==> src/ubxsfx_pkg.sv <==
// Shared types and constants for the UBX navigation subframe extractor.
// No dependencies; the parser, emitter and top level refer to it by scoped names.
`default_nettype none

package ubxsfx_pkg;

    // Frame sync pattern
    localparam logic [7:0] SYNC_FIRST  = 8'hB5;
    localparam logic [7:0] SYNC_SECOND = 8'h62;

    // Configuration register reset values
    localparam logic [7:0] ACCEPT_CLASS_RST  = 8'h02;
    localparam logic [7:0] ACCEPT_ID_RST     = 8'h13;
    localparam logic [7:0] ACCEPT_CONST_RST  = 8'd5;

    // Configuration register indexes
    typedef enum logic [1:0] {
        CFG_ACCEPT_CLASS = 2'd0,
        CFG_ACCEPT_ID    = 2'd1,
        CFG_ACCEPT_CONST = 2'd2
    } cfg_index_t;

    // Payload header layout and acceptance limits
    localparam logic [7:0] MIN_WORDS   = 8'd8;
    localparam logic [7:0] MAX_SIG_ID  = 8'd1;
    localparam logic [10:0] WORD_BASE  = 11'd8;
    localparam logic [5:0] NAV_ADDR_BASE = 6'd8;

    // Emission: 32 nav bytes, the last keeps only its two top bits (250 bits)
    localparam logic [4:0] NAV_LAST_K    = 5'd31;
    localparam logic [7:0] NAV_LAST_MASK = 8'hC0;

    // Byte parser phases
    typedef enum logic [3:0] {
        PH_SYNC1   = 4'd0,
        PH_SYNC2   = 4'd1,
        PH_CLASS   = 4'd2,
        PH_ID      = 4'd3,
        PH_LEN_LO  = 4'd4,
        PH_LEN_HI  = 4'd5,
        PH_PAYLOAD = 4'd6,
        PH_CK_A    = 4'd7,
        PH_CK_B    = 4'd8
    } phase_t;

    // Emission sequencer states
    typedef enum logic [1:0] {
        EM_IDLE = 2'd0,
        EM_READ = 2'd1,
        EM_LOAD = 2'd2
    } emit_state_t;

    // Parser to emitter: frame passed all checks
    typedef struct packed {
        logic       start;
        logic [7:0] sat_id;
    } frame_go_t;

endpackage

`default_nettype wire

==> src/ubxsfx_store.sv <==
// Payload byte store: one write port, one registered read port.
// Depends on nothing outside this file.
`default_nettype none

module ubxsfx_store #(
    parameter int DEPTH = 256,
    parameter int AW    = 8
) (
    input  wire logic          aclk,
    input  wire logic          wr_en,
    input  wire logic [AW-1:0] wr_addr,
    input  wire logic [7:0]    wr_data,
    input  wire logic          rd_en,
    input  wire logic [AW-1:0] rd_addr,
    output logic [7:0]         rd_data_reg
);

    logic [7:0] mem [DEPTH];

    always_ff @(posedge aclk) begin
        if (wr_en) begin
            mem[wr_addr] <= wr_data;
        end
    end

    always_ff @(posedge aclk) begin
        if (rd_en) begin
            rd_data_reg <= mem[rd_addr];
        end
    end

endmodule

`default_nettype wire

==> src/ubxsfx_parser.sv <==
// Byte-level UBX frame parser: sync hunt, header, checksum, acceptance checks.
// Holds the configuration registers; writes payload bytes to ubxsfx_store.
// Uses ubxsfx_pkg.
`default_nettype none

module ubxsfx_parser #(
    parameter int PAYLOAD_BYTES = 256,
    parameter int AW            = 8
) (
    input  wire logic                  aclk,
    input  wire logic                  aresetn,
    // accepted input byte
    input  wire logic                  in_valid,
    input  wire logic [7:0]            in_byte,
    // configuration writes
    input  wire logic                  cfg_we,
    input  wire logic [1:0]            cfg_index,
    input  wire logic [7:0]            cfg_data,
    // payload store write port
    output logic                       mem_we,
    output logic [AW-1:0]              mem_waddr,
    output logic [7:0]                 mem_wdata,
    // frame accepted
    output ubxsfx_pkg::frame_go_t      go
);

    ubxsfx_pkg::phase_t phase_reg, phase_next;

    logic [7:0]  acc_class_reg, acc_id_reg, acc_const_reg;
    logic [7:0]  class_reg, class_next;
    logic [7:0]  id_reg, id_next;
    logic [15:0] len_reg, len_next;
    logic [15:0] count_reg, count_next;
    logic [7:0]  sum_a_reg, sum_a_next;
    logic [7:0]  sum_b_reg, sum_b_next;
    // payload header bytes kept aside so the checks need no store reads
    logic [7:0]  const_reg, const_next;
    logic [7:0]  sat_reg, sat_next;
    logic [7:0]  sig_reg, sig_next;
    logic [7:0]  words_reg, words_next;

    logic [15:0] new_len;
    logic [15:0] count_inc;
    logic [7:0]  add_a, add_b, start_a;
    logic [10:0] need_len;
    logic        len_ok, frame_ok;

    // Config registers
    always_ff @(posedge aclk) begin
        if (!aresetn) begin
            acc_class_reg <= ubxsfx_pkg::ACCEPT_CLASS_RST;
            acc_id_reg    <= ubxsfx_pkg::ACCEPT_ID_RST;
            acc_const_reg <= ubxsfx_pkg::ACCEPT_CONST_RST;
        end else if (cfg_we) begin
            unique case (cfg_index)
                ubxsfx_pkg::CFG_ACCEPT_CLASS: acc_class_reg <= cfg_data;
                ubxsfx_pkg::CFG_ACCEPT_ID:    acc_id_reg    <= cfg_data;
                ubxsfx_pkg::CFG_ACCEPT_CONST: acc_const_reg <= cfg_data;
                default: ;
            endcase
        end
    end

    // Shared datapath terms
    assign new_len   = {in_byte, len_reg[7:0]};
    assign count_inc = count_reg + 16'd1;
    assign start_a   = in_byte;                 // sums restart on the class byte
    assign add_a     = sum_a_reg + in_byte;
    assign add_b     = sum_b_reg + add_a;
    assign len_ok    = (new_len != 16'd0) &&
                       ({1'b0, new_len} <= 17'(PAYLOAD_BYTES));
    assign need_len  = ubxsfx_pkg::WORD_BASE + {1'b0, words_reg, 2'b00};
    assign frame_ok  = (in_byte == sum_b_reg) &&
                       (class_reg == acc_class_reg) && (id_reg == acc_id_reg) &&
                       (len_reg >= 16'(ubxsfx_pkg::WORD_BASE)) &&
                       (const_reg == acc_const_reg) &&
                       (sig_reg <= ubxsfx_pkg::MAX_SIG_ID) &&
                       (words_reg >= ubxsfx_pkg::MIN_WORDS) &&
                       (len_reg >= 16'(need_len));

    // Next phase
    always_comb begin
        phase_next = phase_reg;
        if (in_valid) begin
            unique case (phase_reg)
                ubxsfx_pkg::PH_SYNC1:
                    if (in_byte == ubxsfx_pkg::SYNC_FIRST) phase_next = ubxsfx_pkg::PH_SYNC2;
                ubxsfx_pkg::PH_SYNC2:
                    phase_next = (in_byte == ubxsfx_pkg::SYNC_SECOND) ?
                                 ubxsfx_pkg::PH_CLASS : ubxsfx_pkg::PH_SYNC1;
                ubxsfx_pkg::PH_CLASS:  phase_next = ubxsfx_pkg::PH_ID;
                ubxsfx_pkg::PH_ID:     phase_next = ubxsfx_pkg::PH_LEN_LO;
                ubxsfx_pkg::PH_LEN_LO: phase_next = ubxsfx_pkg::PH_LEN_HI;
                ubxsfx_pkg::PH_LEN_HI:
                    phase_next = len_ok ? ubxsfx_pkg::PH_PAYLOAD : ubxsfx_pkg::PH_SYNC1;
                ubxsfx_pkg::PH_PAYLOAD:
                    if (count_inc >= len_reg) phase_next = ubxsfx_pkg::PH_CK_A;
                ubxsfx_pkg::PH_CK_A:
                    phase_next = (in_byte == sum_a_reg) ?
                                 ubxsfx_pkg::PH_CK_B : ubxsfx_pkg::PH_SYNC1;
                ubxsfx_pkg::PH_CK_B:   phase_next = ubxsfx_pkg::PH_SYNC1;
                default:               phase_next = ubxsfx_pkg::PH_SYNC1;
            endcase
        end
    end

    // Datapath updates, store writes and frame start
    always_comb begin
        class_next = class_reg;
        id_next    = id_reg;
        len_next   = len_reg;
        count_next = count_reg;
        sum_a_next = sum_a_reg;
        sum_b_next = sum_b_reg;
        const_next = const_reg;
        sat_next   = sat_reg;
        sig_next   = sig_reg;
        words_next = words_reg;
        mem_we     = 1'b0;
        mem_waddr  = count_reg[AW-1:0];
        mem_wdata  = in_byte;
        go.start   = 1'b0;
        go.sat_id  = sat_reg;
        if (in_valid) begin
            unique case (phase_reg)
                ubxsfx_pkg::PH_CLASS: begin
                    class_next = in_byte;
                    sum_a_next = start_a;
                    sum_b_next = start_a;
                end
                ubxsfx_pkg::PH_ID: begin
                    id_next    = in_byte;
                    sum_a_next = add_a;
                    sum_b_next = add_b;
                end
                ubxsfx_pkg::PH_LEN_LO: begin
                    len_next   = {8'd0, in_byte};
                    sum_a_next = add_a;
                    sum_b_next = add_b;
                end
                ubxsfx_pkg::PH_LEN_HI: begin
                    len_next   = new_len;
                    count_next = 16'd0;
                    sum_a_next = add_a;
                    sum_b_next = add_b;
                end
                ubxsfx_pkg::PH_PAYLOAD: begin
                    // length was bounded by the store depth, so count stays in range
                    mem_we     = 1'b1;
                    count_next = count_inc;
                    sum_a_next = add_a;
                    sum_b_next = add_b;
                    if (count_reg == 16'd0) const_next = in_byte;
                    if (count_reg == 16'd1) sat_next   = in_byte;
                    if (count_reg == 16'd2) sig_next   = in_byte;
                    if (count_reg == 16'd4) words_next = in_byte;
                end
                ubxsfx_pkg::PH_CK_A: begin
                    if (in_byte != sum_a_reg) begin
                        count_next = 16'd0;
                        sum_a_next = 8'd0;
                        sum_b_next = 8'd0;
                    end
                end
                ubxsfx_pkg::PH_CK_B: go.start = frame_ok;
                default: ;
            endcase
        end
    end

    // Control state
    always_ff @(posedge aclk) begin
        if (!aresetn) begin
            phase_reg <= ubxsfx_pkg::PH_SYNC1;
            class_reg <= 8'd0;
            id_reg    <= 8'd0;
            len_reg   <= 16'd0;
            count_reg <= 16'd0;
            sum_a_reg <= 8'd0;
            sum_b_reg <= 8'd0;
        end else begin
            phase_reg <= phase_next;
            class_reg <= class_next;
            id_reg    <= id_next;
            len_reg   <= len_next;
            count_reg <= count_next;
            sum_a_reg <= sum_a_next;
            sum_b_reg <= sum_b_next;
        end
    end

    // Header copies (payload only, always rewritten before use)
    always_ff @(posedge aclk) begin
        const_reg <= const_next;
        sat_reg   <= sat_next;
        sig_reg   <= sig_next;
        words_reg <= words_next;
    end

endmodule

`default_nettype wire

==> src/ubxsfx_emitter.sv <==
// Nav byte emission sequencer: reads 32 payload bytes from the store in
// word-swapped order and drives the output register. Uses ubxsfx_pkg.
`default_nettype none

module ubxsfx_emitter #(
    parameter int AW = 8
) (
    input  wire logic                  aclk,
    input  wire logic                  aresetn,
    input  wire ubxsfx_pkg::frame_go_t go,
    output logic                       busy,
    // store read port
    output logic                       rd_en,
    output logic [AW-1:0]              rd_addr,
    input  wire logic [7:0]            rd_data,
    // result channel
    output logic                       out_valid,
    input  wire logic                  out_ready,
    output logic [7:0]                 out_nav,
    output logic [4:0]                 out_index,
    output logic [7:0]                 out_sat,
    output logic                       out_last
);

    ubxsfx_pkg::emit_state_t state_reg, state_next;

    logic [4:0] k_reg, k_next;
    logic [7:0] sat_reg;
    logic       valid_reg, valid_next;
    logic [7:0] nav_reg;
    logic [4:0] index_reg;
    logic [7:0] osat_reg;
    logic       last_reg;
    logic       slot_free, load, is_last;

    assign slot_free = !valid_reg || out_ready;
    assign is_last   = (k_reg == ubxsfx_pkg::NAV_LAST_K);

    // Nav byte k comes from payload byte 8 + 4*(k/4) + 3 - k%4
    assign rd_addr = AW'(ubxsfx_pkg::NAV_ADDR_BASE + {1'b0, k_reg[4:2], ~k_reg[1:0]});

    // Next state
    always_comb begin
        state_next = state_reg;
        unique case (state_reg)
            ubxsfx_pkg::EM_IDLE: if (go.start) state_next = ubxsfx_pkg::EM_READ;
            ubxsfx_pkg::EM_READ: state_next = ubxsfx_pkg::EM_LOAD;
            ubxsfx_pkg::EM_LOAD:
                if (slot_free) state_next = is_last ? ubxsfx_pkg::EM_IDLE : ubxsfx_pkg::EM_READ;
            default: state_next = ubxsfx_pkg::EM_IDLE;
        endcase
    end

    // Outputs of the sequencer
    always_comb begin
        rd_en  = 1'b0;
        load   = 1'b0;
        busy   = 1'b1;
        k_next = k_reg;
        unique case (state_reg)
            ubxsfx_pkg::EM_IDLE: begin
                busy   = 1'b0;
                k_next = 5'd0;
            end
            ubxsfx_pkg::EM_READ: rd_en = 1'b1;
            ubxsfx_pkg::EM_LOAD: begin
                load = slot_free;
                if (slot_free) k_next = k_reg + 5'd1;
            end
            default: ;
        endcase
    end

    // Output valid flag: set on load, cleared on transfer
    always_comb begin
        valid_next = valid_reg;
        if (load) valid_next = 1'b1;
        else if (out_ready) valid_next = 1'b0;
    end

    always_ff @(posedge aclk) begin
        if (!aresetn) begin
            state_reg <= ubxsfx_pkg::EM_IDLE;
            k_reg     <= 5'd0;
            valid_reg <= 1'b0;
        end else begin
            state_reg <= state_next;
            k_reg     <= k_next;
            valid_reg <= valid_next;
        end
    end

    // Payload registers
    always_ff @(posedge aclk) begin
        if (go.start && state_reg == ubxsfx_pkg::EM_IDLE) begin
            sat_reg <= go.sat_id;
        end
        if (load) begin
            nav_reg   <= is_last ? (rd_data & ubxsfx_pkg::NAV_LAST_MASK) : rd_data;
            index_reg <= k_reg;
            osat_reg  <= sat_reg;
            last_reg  <= is_last;
        end
    end

    assign out_valid = valid_reg;
    assign out_nav   = nav_reg;
    assign out_index = index_reg;
    assign out_sat   = osat_reg;
    assign out_last  = last_reg;

endmodule

`default_nettype wire

==> src/ubx_sfrbx_frame_extractor_core.sv <==
// UBX navigation subframe extractor, top level.
// Instantiates ubxsfx_parser, ubxsfx_store and ubxsfx_emitter; uses ubxsfx_pkg.
//
// Usage:
//   s_ channel: one received serial byte per transfer (s_tdata[7:0]).
//   m_ channel: 32 nav bytes per accepted frame, in order, tlast on the 32nd.
//   cfg_we/cfg_index/cfg_data: write accept class (0), id (1), constellation (2);
//   write only while no frame is being emitted.
// Throughput and emission:
//   While parsing, one input byte is taken every cycle. The payload goes into
//   a single-port-write, registered-read store of PAYLOAD_BYTES entries.
//   On the second checksum byte of an accepted frame the emitter reads the
//   store once per nav byte, through a read state and then a load state;
//   a stalled receiver holds it in the load state. The first nav byte
//   reaches m_tvalid via the store read register and the output register.
//   s_tready is low during the burst, which also keeps store writes and
//   reads apart; the final nav byte may still wait while input resumes.
// Reset (aresetn low, synchronous): parser back to sync hunt, sums and
//   counters cleared, config registers to their defaults, output emptied.
//   The store itself is not cleared.
// Stall: the output register holds its byte until m_tready; the emitter
//   waits, and input stays blocked until the last byte is loaded.
`default_nettype none

module ubx_sfrbx_frame_extractor_core #(
    parameter int PAYLOAD_BYTES = 256
) (
    input  wire logic        aclk,
    input  wire logic        aresetn,
    // input bytes
    input  wire logic        s_tvalid,
    output logic             s_tready,
    input  wire logic [7:0]  s_tdata,   // [7:0] data_byte
    // nav bytes
    output logic             m_tvalid,
    input  wire logic        m_tready,
    output logic [23:0]      m_tdata,   // [7:0] nav_byte, [12:8] byte_index,
                                        // [20:13] satellite_id, [23:21] zero
    output logic             m_tlast,   // last_of_frame
    // configuration
    input  wire logic        cfg_we,
    input  wire logic [1:0]  cfg_index,
    input  wire logic [7:0]  cfg_data
);

    localparam int AW = $clog2(PAYLOAD_BYTES);

    ubxsfx_pkg::frame_go_t go;
    logic          in_valid, busy;
    logic          mem_we, rd_en;
    logic [AW-1:0] mem_waddr, rd_addr;
    logic [7:0]    mem_wdata, rd_data;
    logic [7:0]    out_nav, out_sat;
    logic [4:0]    out_index;

    assign s_tready = !busy;
    assign in_valid = s_tvalid && s_tready;

    ubxsfx_parser #(
        .PAYLOAD_BYTES (PAYLOAD_BYTES),
        .AW            (AW)
    ) u_parser (
        .aclk      (aclk),
        .aresetn   (aresetn),
        .in_valid  (in_valid),
        .in_byte   (s_tdata),
        .cfg_we    (cfg_we),
        .cfg_index (cfg_index),
        .cfg_data  (cfg_data),
        .mem_we    (mem_we),
        .mem_waddr (mem_waddr),
        .mem_wdata (mem_wdata),
        .go        (go)
    );

    ubxsfx_store #(
        .DEPTH (PAYLOAD_BYTES),
        .AW    (AW)
    ) u_store (
        .aclk        (aclk),
        .wr_en       (mem_we),
        .wr_addr     (mem_waddr),
        .wr_data     (mem_wdata),
        .rd_en       (rd_en),
        .rd_addr     (rd_addr),
        .rd_data_reg (rd_data)
    );

    ubxsfx_emitter #(
        .AW (AW)
    ) u_emitter (
        .aclk      (aclk),
        .aresetn   (aresetn),
        .go        (go),
        .busy      (busy),
        .rd_en     (rd_en),
        .rd_addr   (rd_addr),
        .rd_data   (rd_data),
        .out_valid (m_tvalid),
        .out_ready (m_tready),
        .out_nav   (out_nav),
        .out_index (out_index),
        .out_sat   (out_sat),
        .out_last  (m_tlast)
    );

    assign m_tdata = {3'd0, out_sat, out_index, out_nav};

endmodule

`default_nettype wire

==> config.mk <==
export PLATFORM = sky130hd
export DESIGN_NAME = ubx_sfrbx_frame_extractor_core
export DESIGN_NICKNAME = d
export VERILOG_FILES = /design/src/ubxsfx_pkg.sv /design/src/ubxsfx_store.sv /design/src/ubxsfx_parser.sv /design/src/ubxsfx_emitter.sv /design/src/ubx_sfrbx_frame_extractor_core.sv
export SDC_FILE = /design/constraint.sdc
export NUM_CORES = 1
export LEC_CHECK = 0
export BUFFER_PORTS_ARGS = -buffer_cell sky130_fd_sc_hd__buf_2
export CAP_MARGIN = 20
export CORE_AREA = 5 5 233 235
export DETAILED_ROUTE_END_ITERATION = 12
export DIE_AREA = 0 0 238 240
export GPL_ROUTABILITY_DRIVEN = 0
export PLACE_DENSITY = 0.72
export SLEW_MARGIN = 20
export SYNTH_ARGS = -nofsm -noshare
export SYNTH_HDL_FRONTEND = slang
export SYNTH_SLANG_ARGS = --single-unit
==> constraint.sdc <==
create_clock -name aclk -period 3.9 [get_ports aclk]
set_input_delay 0.39 -clock aclk [delete_from_list [all_inputs] [get_ports aclk]]
set_output_delay 0.39 -clock aclk [all_outputs]
set_load 0.02 [all_outputs]
==> summary.md <==
| Metric | Value |
|---|---|
| Max Clock Skew | 0.0202 ns |
| Starting Density | a little over half |
| Max Cap Viol | 0 |
| FF+latch count, synth | 681 |
| Horiz. Die Dim | 238 µm |
| Number of cells in the design after placement | 2369 |
| Clock tree from TritonCTS | built |
| Setup repair after global routing missed its margin | no |
| Skew-Pair Late Insertion Delay | roughly 0.6 ns |
| Result of the run | finished clean |
| Data arrival time of the worst path | 4.16 ns |
| Sequential share of the synthesized area | 68.8% |
| Top FF cell, synth | sky130_fd_sc_hd__edfxtp_1 |
| Number of iterations in the first detailed-routing pass | 5 |
| CTS resizes | 0 |
| Final setup violating endpoints | 0 |
| Max_slew headroom | 23.9% |
| IO buf count | between 40 and 50 |
| Area of the die | 57100 µm² |
| Number of max-slew violations in the final report | 0 |
| Number of hold violations in the final report | 0 |
| # nets final | 1824 |
| Via count of the first global-routing pass | ~15000 |
| Sort of element at the end of the critical path | flop |
| Die height | 240 µm |
| Area share of the largest cell type after synthesis | 61.7% |
| Commonest non-fill, non-tap cell in the layout | sky130_fd_sc_hd__edfxtp_1 |
| Initial antenna violation count | 0 |
| Crit start category | flop |
| Post-placement worst setup slack | 0.266 ns |
| Post-CTS repair timing setup buffer count | 0 |
| Number of vias per cell after detailed routing | 6.10 |
| DRT antenna net count | 0 |
| Number of instances in the synthesized netlist | about 1700 |
| Required time worst endpoint | about 4.5 ns |
| Clock transition at the registers of the reported paths | 0.06 ns |
| Path class of the lowest-slack min-delay path | in2reg |
| Synthesized area per cell | 16.9 µm² |
| Minimum setup slack in the final design | 0.281 ns |
| Post-synthesis async set-or-reset flop share | 0% |
| Most area-consuming cells after synthesis | sky130_fd_sc_hd__edfxtp_1 (62%), sky130_fd_sc_hd__mux4_2 (12%), sky130_fd_sc_hd__dfxtp_1 (7.1%), sky130_fd_sc_hd__ha_1 (2.1%), sky130_fd_sc_hd__mux2i_1 (1.8%) |
| Crit path max fanout | 8 |
| Post-detailed-routing wire length | ~63000 µm |
| Highest Clock Rate | 0.276 GHz |
| Total congestion overflow | 0 |
| Post-cts hold buffer count | 0 |
| First-pass GRT wire length | 95100 µm |
| Flip-flop count of the largest register, all copies and words added | a little over 500 |
| Post-synthesis to final-layout area growth | 11.9% |
| Count of unique library cells instantiated by Yosys | 67 |
| Leading cell types in the layout, fill and taps excluded | sky130_fd_sc_hd__edfxtp_1 (581), sky130_fd_sc_hd__mux4_2 (148), sky130_fd_sc_hd__nor2_1 (107) |
| Antenna fix cells | 0 |
| Measured slew at the worst slew-check pin | 1.14 ns |
| Wire per inst | 25.2 µm |
| Post-route clock period utilization | 92.8% |
| Detailed-route via count | around 15000 |
| HPWL after detailed placement | 39000 µm |
| Library cell occupying the most area in the post-synthesis netlist | sky130_fd_sc_hd__edfxtp_1 |
| Highest ir drop seen on vdd | around 0.34 mV |
| Cell at the root of the clock tree | sky130_fd_sc_hd__clkbuf_16 |
| Maximum number of pins on one net before global-route repair | 78 |
| Std cell rows | 84 |
| Area of the mapped netlist | 28300 µm² |
| Share of layout cells above drive strength 1 | around 20% |
| Number of warning messages in the yosys log | 0 |
| Area of the core | 52000 µm² |
| Total Negative Setup Slacks | 0 ns |
| Num CTS Buffers | 69 |
| DRC violation count after routing | 0 |
| Max H-tree Level | 3 |
| Number of standard cells in the layout, taps in and fillers out | approximately 2500 |
| Min cycle time layout | 3.62 ns |
| Number of design-rule violations left by the first detailed-router iteration | 1345 |
| EDFF count, synth | between 500 and 600 |
| I/O pin count | 50 |
| Power per Cell Area | 508 nW/µm² |
| Maximum buffer depth of the clock tree | 3 |
| Number of clock sinks seen by CTS | between 600 and 700 |
| Aggregate global-route resource usage | 22.2% |
| Leakage power figure | 10.4 nW |
| Worst Setup Path Type | reg2reg |
[path summary, 6_finish.rpt]
check	from	endpoint	slack [ns]	cells past startpoint
min	cfg_data[1]	u_parser.acc_class_reg[1]	0.03	3
max	u_parser.count_reg[0]	u_parser.phase_reg[2]	0.28	12
max reg2reg	u_parser.count_reg[0]	u_parser.phase_reg[2]	0.28	12
min reg2reg	u_parser.sat_reg[7]	u_emitter.sat_reg[7]	0.41	0
[cells by family after synthesis]
group / share of synthesized area, %
multiplexers: 14.4
AND/OR/NAND/NOR: 6.57
other: 0.0133
AO/OA/AOI/OAI: 3.72
buffers and inverters: 2.28
flip-flops: 68.8
XOR/XNOR: 2.01
adder cells (fa/ha/maj): 2.22
[critical path: stages, from the launching register on]
cell and delay (ns):
sky130_fd_sc_hd__dfxtp_1 0.47, sky130_fd_sc_hd__ha_1 0.37, sky130_fd_sc_hd__nand3_1 0.21, sky130_fd_sc_hd__nor2_2 0.26, sky130_fd_sc_hd__nand3_1 0.22, sky130_fd_sc_hd__nor2_1 0.19
sky130_fd_sc_hd__xor2_1 0.23, sky130_fd_sc_hd__ha_1 0.28, sky130_fd_sc_hd__a21o_1 0.15, sky130_fd_sc_hd__a2111oi_0 0.50, sky130_fd_sc_hd__a31oi_2 0.26, sky130_fd_sc_hd__o41ai_1 0.16
sky130_fd_sc_hd__o221a_1 0.26
[routing by layer]
layer  wire (µm)  share of wire [%]  GRT usage (%)  vias to the layer above
li1            -                  -              -                     6709
met4        1480                2.4           5.74                        0
met1       26000                 41           30.8                     7788
met2       30700                 49           36.5                      613
met5           0                  0              0                        -
met3        4580                7.3           4.58                      110
[power breakdown]
part | internal (mW) | switching, mW | leakage [nW]
Clock | 3.91 | 2.69 | 1.11
Combinational | 0.494 | 0.856 | 3.26
Sequential | 8.00 | 0.119 | 6.05
Total | 12.4 | 3.66 | 10.4
[synthesized netlist by cell type (3+ instances only)]
cell type                   count
sky130_fd_sc_hd__a31oi_1       14
sky130_fd_sc_hd__o311ai_1       3
sky130_fd_sc_hd__a221o_1        3
sky130_fd_sc_hd__nor3_1        10
sky130_fd_sc_hd__mux2i_1       52
sky130_fd_sc_hd__a21boi_1      12
sky130_fd_sc_hd__nand2b_1       7
sky130_fd_sc_hd__buf_4         13
sky130_fd_sc_hd__edfxtp_1     581
sky130_fd_sc_hd__o21ai_1       23
sky130_fd_sc_hd__clkbuf_1      50
sky130_fd_sc_hd__inv_1         36
sky130_fd_sc_hd__a2111oi_0      3
sky130_fd_sc_hd__buf_12         3
sky130_fd_sc_hd__o21ai_0       24
sky130_fd_sc_hd__nand4_1       14
sky130_fd_sc_hd__nor2b_1       61
sky130_fd_sc_hd__a22oi_1        6
sky130_fd_sc_hd__buf_6          3
sky130_fd_sc_hd__buf_1         10
sky130_fd_sc_hd__a21boi_0      12
sky130_fd_sc_hd__a211oi_1       5
sky130_fd_sc_hd__xnor2_1       19
sky130_fd_sc_hd__mux4_2       148
sky130_fd_sc_hd__dfxtp_1      100
sky130_fd_sc_hd__mux4_1         6
sky130_fd_sc_hd__a21oi_1       30
sky130_fd_sc_hd__xor2_1        46
sky130_fd_sc_hd__o22ai_1        3
sky130_fd_sc_hd__or3_1          7
sky130_fd_sc_hd__nand3_1       38
sky130_fd_sc_hd__or4_1          8
sky130_fd_sc_hd__and3_1         5
sky130_fd_sc_hd__and2_1         5
sky130_fd_sc_hd__nand3b_1       5
sky130_fd_sc_hd__buf_2         18
sky130_fd_sc_hd__mux2_2         4
sky130_fd_sc_hd__nor2_1       108
sky130_fd_sc_hd__a21o_1         9
sky130_fd_sc_hd__nor4_1        13
sky130_fd_sc_hd__nand2_1       78
sky130_fd_sc_hd__ha_1          47
[cell type report]
class | count | area, µm²
Fill cell | 3762 | 20400
Timing Repair Buffer | 99 | 703
Inverter | 37 | 139
Multi-Input combinational cell | 864 | 8200
Tap cell | 688 | 861
Clock buffer | 95 | 1950
Sequential cell | 681 | 19500
Clock inverter | 31 | 324
[through the flow]
step                      hold WS [ns]  power, mW  instance area, µm²  util, %
after CTS                      0.00743       16.2               31600     60.8
after floorplan                  0.400       9.20               28300        -
final                           0.0321       16.1               31600     60.8
after detailed placement         0.405       9.61               29300     56.4
after global placement           0.402       9.57               29300     56.4
after global routing            0.0255       16.6               31600     60.8
(Power assumes the default switching activity.)
